===== src/hdl/swr_pkg.sv =====
package swr_pkg;

   // receive window in sequence numbers, 2 to 64
   localparam int RECV_WINDOW = 64;

   localparam int SEQ_W      = 16;
   localparam int BYTE_W     = 8;
   localparam int SLOT_COUNT = 64;
   localparam int SLOT_W     = $clog2(SLOT_COUNT);
   localparam int CNT_W      = $clog2(RECV_WINDOW);

   typedef logic [SLOT_W-1:0] slot_type;

   typedef struct packed {
      logic [SEQ_W-1:0]  seq_num;
      logic [BYTE_W-1:0] data_byte;
      logic              segment_end;
   } req_payload_type;

   typedef struct packed {
      logic [BYTE_W-1:0] out_byte;
      logic [SEQ_W-1:0]  out_seq;
      logic              last_of_run;
   } rsp_payload_type;

   // commands to the valid mark array
   typedef struct packed {
      logic     set_en;
      slot_type set_slot;
      logic     clr_en;
      slot_type clr_slot;
   } mark_cmd_type;

   // lookup result at the drain pointer
   typedef struct packed {
      logic cur_valid;
      logic next_valid;
   } mark_status_type;

endpackage


===== src/hdl/swr_store.sv =====
module swr_store
   import swr_pkg::*;
(
   input  logic              clock,
   input  logic              wr_en,
   input  slot_type          wr_addr,
   input  logic [BYTE_W-1:0] wr_data,
   input  logic              rd_en,
   input  slot_type          rd_addr,
   output logic [BYTE_W-1:0] rd_data
);

   logic [BYTE_W-1:0] store_ff [SLOT_COUNT];
   logic [BYTE_W-1:0] rd_data_ff;

   always_ff @(posedge clock) begin
      if (wr_en) begin
         store_ff[wr_addr] <= wr_data;
      end
   end

   // read data holds until the next read
   always_ff @(posedge clock) begin
      if (rd_en) begin
         rd_data_ff <= store_ff[rd_addr];
      end
   end

   assign rd_data = rd_data_ff;

endmodule


===== src/hdl/swr_marks.sv =====
module swr_marks
   import swr_pkg::*;
(
   input  logic            clock,
   input  logic            reset,
   input  mark_cmd_type    cmd,
   input  slot_type        query_slot,
   output mark_status_type status
);

   logic [SLOT_COUNT-1:0] valid_ff;
   logic [SLOT_COUNT-1:0] valid_in;
   slot_type              next_slot;

   always_comb begin
      valid_in = valid_ff;
      if (cmd.clr_en) begin
         valid_in[cmd.clr_slot] = 1'b0;
      end
      if (cmd.set_en) begin
         valid_in[cmd.set_slot] = 1'b1;
      end
   end

   always_ff @(posedge clock) begin
      if (reset) begin
         valid_ff <= '0;
      end else begin
         valid_ff <= valid_in;
      end
   end

   // slot index wraps around the ring
   assign next_slot         = query_slot + SLOT_W'(1);
   assign status.cur_valid  = valid_ff[query_slot];
   assign status.next_valid = valid_ff[next_slot];

endmodule


===== src/hdl/sliding_window_reassembly.sv =====
// Receive reorder buffer for a byte stream with 16-bit sequence numbers.
// Requests arrive on req_valid/req_ready carrying seq_num, data_byte and
// segment_end. A byte whose number lies within RECV_WINDOW of the next
// expected number is written into a 64-entry byte RAM and its slot marked
// valid; any other byte is dropped. The csr_write_en/csr_write_data port
// sets sink_ready. A segment-end request with sink_ready set starts a drain
// that walks the contiguous run of valid slots from the next expected
// number and sends each byte on rsp_valid/rsp_ready with its sequence
// number; last_of_run marks the final byte of the run.
// A request that causes no drain leaves the block ready for the next one.
// Each drained byte takes a mark lookup and RAM read in ST_LOOK, then an
// output register load in ST_FETCH, as the single RAM read port requires;
// an empty next expected slot ends the drain in ST_LOOK.
// No request is taken while a drain runs. When the receiver stalls, the
// output register holds its byte and the drain waits on it.
// Reset clears all valid marks, the next expected number and sink_ready at
// once; the byte RAM is not cleared.
module sliding_window_reassembly
   import swr_pkg::*;
(
   input  logic            clock,
   input  logic            reset,
   input  logic            req_valid,
   output logic            req_ready,
   input  req_payload_type req_data,
   output logic            rsp_valid,
   input  logic            rsp_ready,
   output rsp_payload_type rsp_data,
   input  logic            csr_write_en,
   input  logic            csr_write_data
);

   typedef enum logic [1:0] {
      ST_IDLE,
      ST_LOOK,
      ST_FETCH
   } state_type;

   state_type       state_ff, state_in;
   logic [SEQ_W-1:0] next_exp_ff, next_exp_in;
   logic [SEQ_W-1:0] cur_ff, cur_in;
   logic [CNT_W-1:0] count_ff, count_in;
   logic            last_ff, last_in;
   logic            sink_ready_ff, sink_ready_in;
   logic            rsp_valid_ff, rsp_valid_in;
   rsp_payload_type rsp_data_ff, rsp_data_in;

   logic              accept;
   logic [SEQ_W-1:0]  offset;
   logic              in_win;
   logic              rsp_free;
   mark_cmd_type      mark_cmd;
   mark_status_type   mark_status;
   logic [BYTE_W-1:0] rd_data;
   logic              rd_en;

   assign req_ready = (state_ff == ST_IDLE);
   assign accept    = req_valid && req_ready;
   assign offset    = req_data.seq_num - next_exp_ff;
   assign in_win    = offset < SEQ_W'(RECV_WINDOW);
   assign rsp_free  = !rsp_valid_ff || rsp_ready;
   assign rd_en     = (state_ff == ST_LOOK) && mark_status.cur_valid;

   assign mark_cmd.set_en   = accept && in_win;
   assign mark_cmd.set_slot = req_data.seq_num[SLOT_W-1:0];
   assign mark_cmd.clr_en   = rd_en;
   assign mark_cmd.clr_slot = cur_ff[SLOT_W-1:0];

   swr_marks u_marks (
      .clock      (clock),
      .reset      (reset),
      .cmd        (mark_cmd),
      .query_slot (cur_ff[SLOT_W-1:0]),
      .status     (mark_status)
   );

   swr_store u_store (
      .clock   (clock),
      .wr_en   (mark_cmd.set_en),
      .wr_addr (mark_cmd.set_slot),
      .wr_data (req_data.data_byte),
      .rd_en   (rd_en),
      .rd_addr (cur_ff[SLOT_W-1:0]),
      .rd_data (rd_data)
   );

   always_comb begin
      state_in      = state_ff;
      next_exp_in   = next_exp_ff;
      cur_in        = cur_ff;
      count_in      = count_ff;
      last_in       = last_ff;
      sink_ready_in = csr_write_en ? csr_write_data : sink_ready_ff;
      rsp_valid_in  = rsp_valid_ff && !rsp_ready;
      rsp_data_in   = rsp_data_ff;

      case (state_ff)
         ST_IDLE: begin
            if (accept && req_data.segment_end && sink_ready_ff) begin
               cur_in   = next_exp_ff;
               count_in = '0;
               state_in = ST_LOOK;
            end
         end
         ST_LOOK: begin
            if (mark_status.cur_valid) begin
               // run ends at a gap or when the whole window is delivered
               last_in  = (count_ff == CNT_W'(RECV_WINDOW - 1)) ||
                          !mark_status.next_valid;
               state_in = ST_FETCH;
            end else begin
               state_in = ST_IDLE;
            end
         end
         ST_FETCH: begin
            if (rsp_free) begin
               rsp_valid_in            = 1'b1;
               rsp_data_in.out_byte    = rd_data;
               rsp_data_in.out_seq     = cur_ff;
               rsp_data_in.last_of_run = last_ff;
               cur_in                  = cur_ff + SEQ_W'(1);
               count_in                = count_ff + CNT_W'(1);
               if (last_ff) begin
                  next_exp_in = cur_ff + SEQ_W'(1);
                  state_in    = ST_IDLE;
               end else begin
                  state_in = ST_LOOK;
               end
            end
         end
         default: begin
            state_in = ST_IDLE;
         end
      endcase
   end

   always_ff @(posedge clock) begin
      if (reset) begin
         state_ff      <= ST_IDLE;
         next_exp_ff   <= '0;
         sink_ready_ff <= 1'b0;
         rsp_valid_ff  <= 1'b0;
      end else begin
         state_ff      <= state_in;
         next_exp_ff   <= next_exp_in;
         sink_ready_ff <= sink_ready_in;
         rsp_valid_ff  <= rsp_valid_in;
      end
      cur_ff      <= cur_in;
      count_ff    <= count_in;
      last_ff     <= last_in;
      rsp_data_ff <= rsp_data_in;
   end

   assign rsp_valid = rsp_valid_ff;
   assign rsp_data  = rsp_data_ff;

endmodule

===== config.mk =====
export PLATFORM = sky130hd
export DESIGN_NAME = sliding_window_reassembly
export DESIGN_NICKNAME = d
export VERILOG_FILES = /design/src/hdl/swr_pkg.sv /design/src/hdl/swr_store.sv /design/src/hdl/swr_marks.sv /design/src/hdl/sliding_window_reassembly.sv
export SDC_FILE = /design/constraint.sdc
export NUM_CORES = 1
export LEC_CHECK = 0
export ABC_AREA = 1
export ABC_CLOCK_PERIOD_IN_PS = 8900
export BUFFER_PORTS_ARGS = -buffer_cell sky130_fd_sc_hd__clkbuf_2
export CORE_MARGIN = 3
export CORE_UTILIZATION = 32
export DETAILED_ROUTE_END_ITERATION = 8
export PLACE_DENSITY = 0.57
export SYNTH_ARGS = -nofsm -noshare
export SYNTH_HDL_FRONTEND = slang
export SYNTH_SLANG_ARGS = --single-unit

===== constraint.sdc =====
create_clock -name clock -period 8.9 [get_ports clock]
set_input_delay 1.78 -clock clock [delete_from_list [all_inputs] [get_ports clock]]
set_output_delay 1.78 -clock clock [all_outputs]
set_load 0.005 [all_outputs]

### Word-level counts from Yosys, hierarchy flattened

Memories as Yosys holds them, arrays and structs flattened. A register that Yosys moved wholly into a read port is not among the register bits.
Cells that the tools add are included.

* eq/ne operators: 5
* shift operators: 0
* multiplexer cells: 25
* add/sub/neg operators: 4
* div/mod/pow operators: 0
* magnitude comparators: 6
* bitwise gates (word level): 3
* multipliers: 0
* reduce and logical (&&, ||, !) cells: 20

Operators with widths (count)
* 64-bit 2-to-1 mux: 2
* 64-bit AND: 1
* 64-bit inverter: 1
* 64-bit OR: 1
* 16-bit 2-to-1 mux: 2
* 16-bit case mux with 2 select lines: 1
* 6-bit by 7-bit < comparator with 1-bit output, second input constant: 3
* 16-bit by 1-bit adder with 16-bit output, second input constant: 1
* 16-bit by 7-bit < comparator with 1-bit output, second input constant: 1
* 16-bit subtractor: 1
* 6-bit by 1-bit adder with 6-bit output, second input constant: 2
* 1-bit binary-select mux with 6-bit select: 2
* 1-bit demux with 6-bit select: 2
* 6-bit by 1-bit greater-or-equal comparator with 1-bit output, second input constant: 2
* 6-bit 2-to-1 mux: 2
* 6-bit case mux with 2 select lines: 1
* 1-bit 2-to-1 mux: 9
* 1-bit logical AND: 8
* 6-bit == test, second input constant: 1
* 2-bit 2-to-1 mux: 3
* 2-bit case mux with 3 select lines: 1
* 2-bit AND reduction: 3
* 3-bit AND reduction: 2
* 1-bit zero test: 3
* other kinds (7): 8

* word-level logic and storage cells: 75
* output and inout bits: 27
* latch bits: 0
* input port bits: 31
* memories kept: 1
* flip-flop bits (word level): 132
* ROM bits: 0
* bits in writable memories: 512

Memories
* u_store.store_ff: words 64, bits a word 8, rd ports 1, clocked after memory_dff 1, write ports 1, RTL line swr_store.sv:13 `logic [BYTE_W-1:0] store_ff [SLOT_COUNT];`

### Logic depth before layout (Yosys ltp)

* depth in word-level cells: 9
* mapped depth: 17
* mapped depth without buffers: 16

### By module

A second synthesis with hierarchy kept.

* cell total of the unflattened synthesis: 2923
* area total of the unflattened synthesis: 29284.3 µm²

Modules (own cells, without submodules)
* swr_store: seq. area each 15615.0 µm², cells an instance 1805, area an instance 21419.3 µm², instances 1
* swr_marks: seq. area each 1281.2 µm², cells an instance 666, area an instance 4096.4 µm², instances 1
* sliding_window_reassembly: seq. area each 1841.8 µm², cells an instance 452, area an instance 3768.6 µm², instances 1

### Worst setup path before layout

OpenSTA, ideal clock, no wires.

* kind: input -> register
* start point: input port rsp_ready
* end point: register count_ff[0], enable pin
* path buffers: 0
* cell stages on the path: 4
* arrival time: 3.671 ns
* data required time: 8.521 ns
* setup slack: 4.850 ns
* library setup time: 0.379 ns
* cells stage by stage: nor2_1 nor2_1 inv_1 nand2_1

* cells in the longest elaborated chain, start to end: 3

Ends and longest elaborated chain
* start, declared: RTL line sliding_window_reassembly.sv:27 `input logic rsp_ready,`
* 1-bit logical OR: RTL line sliding_window_reassembly.sv:61 `assign rsp_free = !rsp_valid_ff || rsp_ready;`
* 2-bit != test (no source line)
* 3-bit AND reduction (no source line)
* end signal, assigned: RTL line sliding_window_reassembly.sv:150 `count_ff <= count_in;`
* end, declared: RTL line sliding_window_reassembly.sv:42 `logic [CNT_W-1:0] count_ff, count_in;`

Every way passes these cells.
A chain may end at the register's enable or synchronous reset.

### Worst setup path in the final report

* start point: register cur_ff[2]
* end point: register u_store.rd_data_ff[5], in the netlist u_store.rd_data[5] (read register of u_store.store_ff), data pin

* cells in the longest elaborated chain, start to end: 3

Ends and longest elaborated chain
* start, declared: RTL line sliding_window_reassembly.sv:41 `logic [SEQ_W-1:0] cur_ff, cur_in;`
* start signal, assigned: RTL line sliding_window_reassembly.sv:149 `cur_ff <= cur_in;`
* 1-bit binary-select mux with 6-bit select: RTL line swr_marks.sv:35 `assign status.cur_valid = valid_ff[query_slot];`
* 1-bit 2-to-1 mux (implied by the code): RTL line swr_marks.sv:35
* 1-bit logical AND: RTL line sliding_window_reassembly.sv:62 `assign rd_en = (state_ff == ST_LOOK) && mark_status.cur_valid;`
* end, declared: RTL line swr_store.sv:14 `logic [BYTE_W-1:0] rd_data_ff;`

Parallel ways exist; a longest one is shown, timed or not. The select of a mux whose other input is x is not followed.

==> results.toml <==
[worst_setup_path]
crit_end = "u_store.rd_data[5]"
rrSetupSlack_ps = 4490
critPathLaunch = "cur_ff[2]"
cp_slowest_cell = "edfxtp_1"
cpMostUsedCell = "nand2_1"
cp.depth = 12
max_stage_delay_ps = 880
crit_chain = "inv_2, nor2_4, nand2_2, inv_2, buf_4, nand2_1, nand2_1, a21oi_1, a31oi_1, a21o_1, nor2_1, nand2_1"
crit_buf_inv = 3
r2r-start = "cur_ff[2]"
worstPathArrival_ps = 4850
worstSetupEndpointType = "flip-flop"
crit_path_max_fanout = 38
r2r_cells = 12
critPathKind = "flip-flop to flip-flop"
r2r-end = "u_store.rd_data[5]"
critPathTopFamily = "buffers and inverters"
critPathLaunchType = "flip-flop"
required_ps = 9350

[min_path]
hold_class = "flip-flop to flip-flop"

[logic_synthesis]
ys_types = 44
ys.flop_type = "edfxtp_1"
yosysSeqAreaShare_pct = 66.7
synth_nets = 2639
synth_cells = 2592
yosysTopAreaCellShare_pct = 60.7
syn_avg_cell_area_um2 = 10.8
synth_edf_count = 568
synth_area_leaders = "edfxtp_1 (61%), nand2_1 (8.6%), dfxtp_1 (6.0%)"
yosys_warnings = 0
yosysTopAreaCell = "edfxtp_1"
synth.most_common_cell = "nand2_1"
postSynthRegisterBits = 652
synth_common_cells = "nand2_1 (647), edfxtp_1 (568), inv_1 (241), nor2_1 (192), a21oi_1 (140)"
async_flop_share_pct = 0
synthesis.area_um2 = 28100

[sta]
tns_ps = 0
max_slew_margin_pct = 29.7
worst_clock_skew_ps = 29.3
setup_violations = 0
drv_slew = 0
hold_viol_final = 0
rsz0062_at_grt = "no"
fin_crit_sh_pct = 49.5
max_slew.worst_pin.slew_ps = 1050
final.min_clock_period_ps = 4410
max_freq_mhz = 227

[floorplan]
die_h_um = 302
rows = 108
initial_core_util_pct = 32.3
dieArea_um2 = 91300
fp.dieW_um = 302
coreArea_um2 = 86900
ioPinCount = 58

[pwr]
peakVddDrop_mv = 0.121
power_density_nw_per_um2 = 200
totalPowerFinal_mw = 6.31
p_leak_nw = 11.3

[cts]
insertion_delay_ps = 620
root_buffer = "clkbuf_16"
numCtsBuffers = 69
cts_hold_buf = 0
cts_tree = "done"
path_clk_slew_ps = 60
cts_resized = 0
clk_path_buf_depth = 3
cts_sinks = 652
post_cts_buffers = 0
cts_max_level = 3

[run]
cap_violations = 0

[final_layout]
final_layout_size_suffix_gt1_share_pct = 8.31
multi_input_area_um2 = 7690
fin_cells = 3840
fill_cells = 8492
nets = 2675
ff_latch_area_um2 = 18700
syn2layout_area_growth_pct = 12.3

[placed_design]
portBuffers = 57
gp_congestion = 0.894
hpwl_mm = 51.5
dp_cells = 3712

[global_route]
gr-usage-met1_pct = 24.7
track_usage_pct = 18.3
gr-usage-met2_pct = 29.0
antenna_found_initial = 7
grt_max_degree = 78
top_usage_layer = "met2"
grt_pass1_wl_mm = 125
met3_usage_pct = 3.37
overflow = 0
grt_pass1_vias = 19100

[route]
wl_per_cell_um = 22.1
drtIter0Drc = 2348
antenna_left = 0
wl_mm = 84.7
vias = 19900
via_per_inst = 5.19
firstDrtPassIters = 6
drc = 0

[outcome]
status = "finished clean"
## area by class of cell
class                   count  area share [%]
diodes                      3          0.0238
clock buffers              86            5.88
clock inverters            39           0.909
inverters                 258            3.07
multi-input cells        1556            24.4
flip-flops and latches    652            59.4
well taps                1155            4.58
repair buffers             91            1.71
## power breakdown
part           internal (mW)  leakage [nW]  switching [mW]  total [mW]
clock                   1.55          1.04            1.21        2.76
sequential              3.32          5.79         0.00245        3.32
combinational         0.0452          4.51           0.184       0.229
total                   4.91          11.3            1.40        6.31
## registers in the layout, summed over array words and instances (netlist names), 2 cells and up
signal and cells:
u_store.store_ff 512, u_store.rd_data 8, rsp_data 25, state_ff 2, u_marks.valid_ff 64, next_exp_ff 16, count_ff 6, cur_ff 16
## placed cells by master, fill, tap and decap left out, types with 75 or more instances in the layout
| cell | n |
|---|---|
| a21oi_1 | 140 |
| dfxtp_1 | 84 |
| edfxtp_1 | 568 |
| inv_1 | 241 |
| nand2_1 | 646 |
| nand3_1 | 133 |
| nand4_1 | 113 |
| nor2_1 | 188 |
| o21ai_0 | 75 |
## worst min path at each step
stage                                  start           end  slack, ps  cells after the start
after floorplan           u_store.rd_data[0]  rsp_data[17]        400                      0
after global placement    u_store.rd_data[5]  rsp_data[22]        400                      0
after detailed placement  u_store.rd_data[5]  rsp_data[22]        400                      0
after CTS                 u_store.rd_data[7]  rsp_data[24]        420                      0
after global routing      u_store.rd_data[3]  rsp_data[20]        430                      0
final                     u_store.rd_data[5]  rsp_data[22]        420                      0
## metal layers
layer	vias up	share of wire (%)
met5	-	0.063
met4	8	3.8
met3	184	7.9
met2	852	46
met1	9710	42
li1	9187	-
## kinds of logic after synthesis
family / share of synthesized area [%]
buf+inv: 6.03
xor+xnor: 0.495
fa+ha+maj: 0.713
simple gates: 17.3
flops: 66.7
compound gates: 8.75
## through the flow
stage          hold WS [ps]  area (µm²)  setup WS (ps)  util (%)
2_1_floorplan           400       28100           4850         -
3_3_place_gp            404       29400           3990      33.8
3_5_place_dp            405       29400           4010      33.8
4_1_cts                 419       31500           4610      36.3
5_1_grt                 430       31500           4380      36.3
6_report                418       31500           4490      36.3
## worst register-to-register path, stage by stage, from the launching register on
cell      delay [ps]
edfxtp_1         880
inv_2            360
nor2_4           330
nand2_2          440
inv_2            550
buf_4            580
nand2_1          150
nand2_1          110
a21oi_1           50
a31oi_1          430
a21o_1           140
nor2_1            70
nand2_1          170
Note: power is estimated with default switching activity, not from simulation.
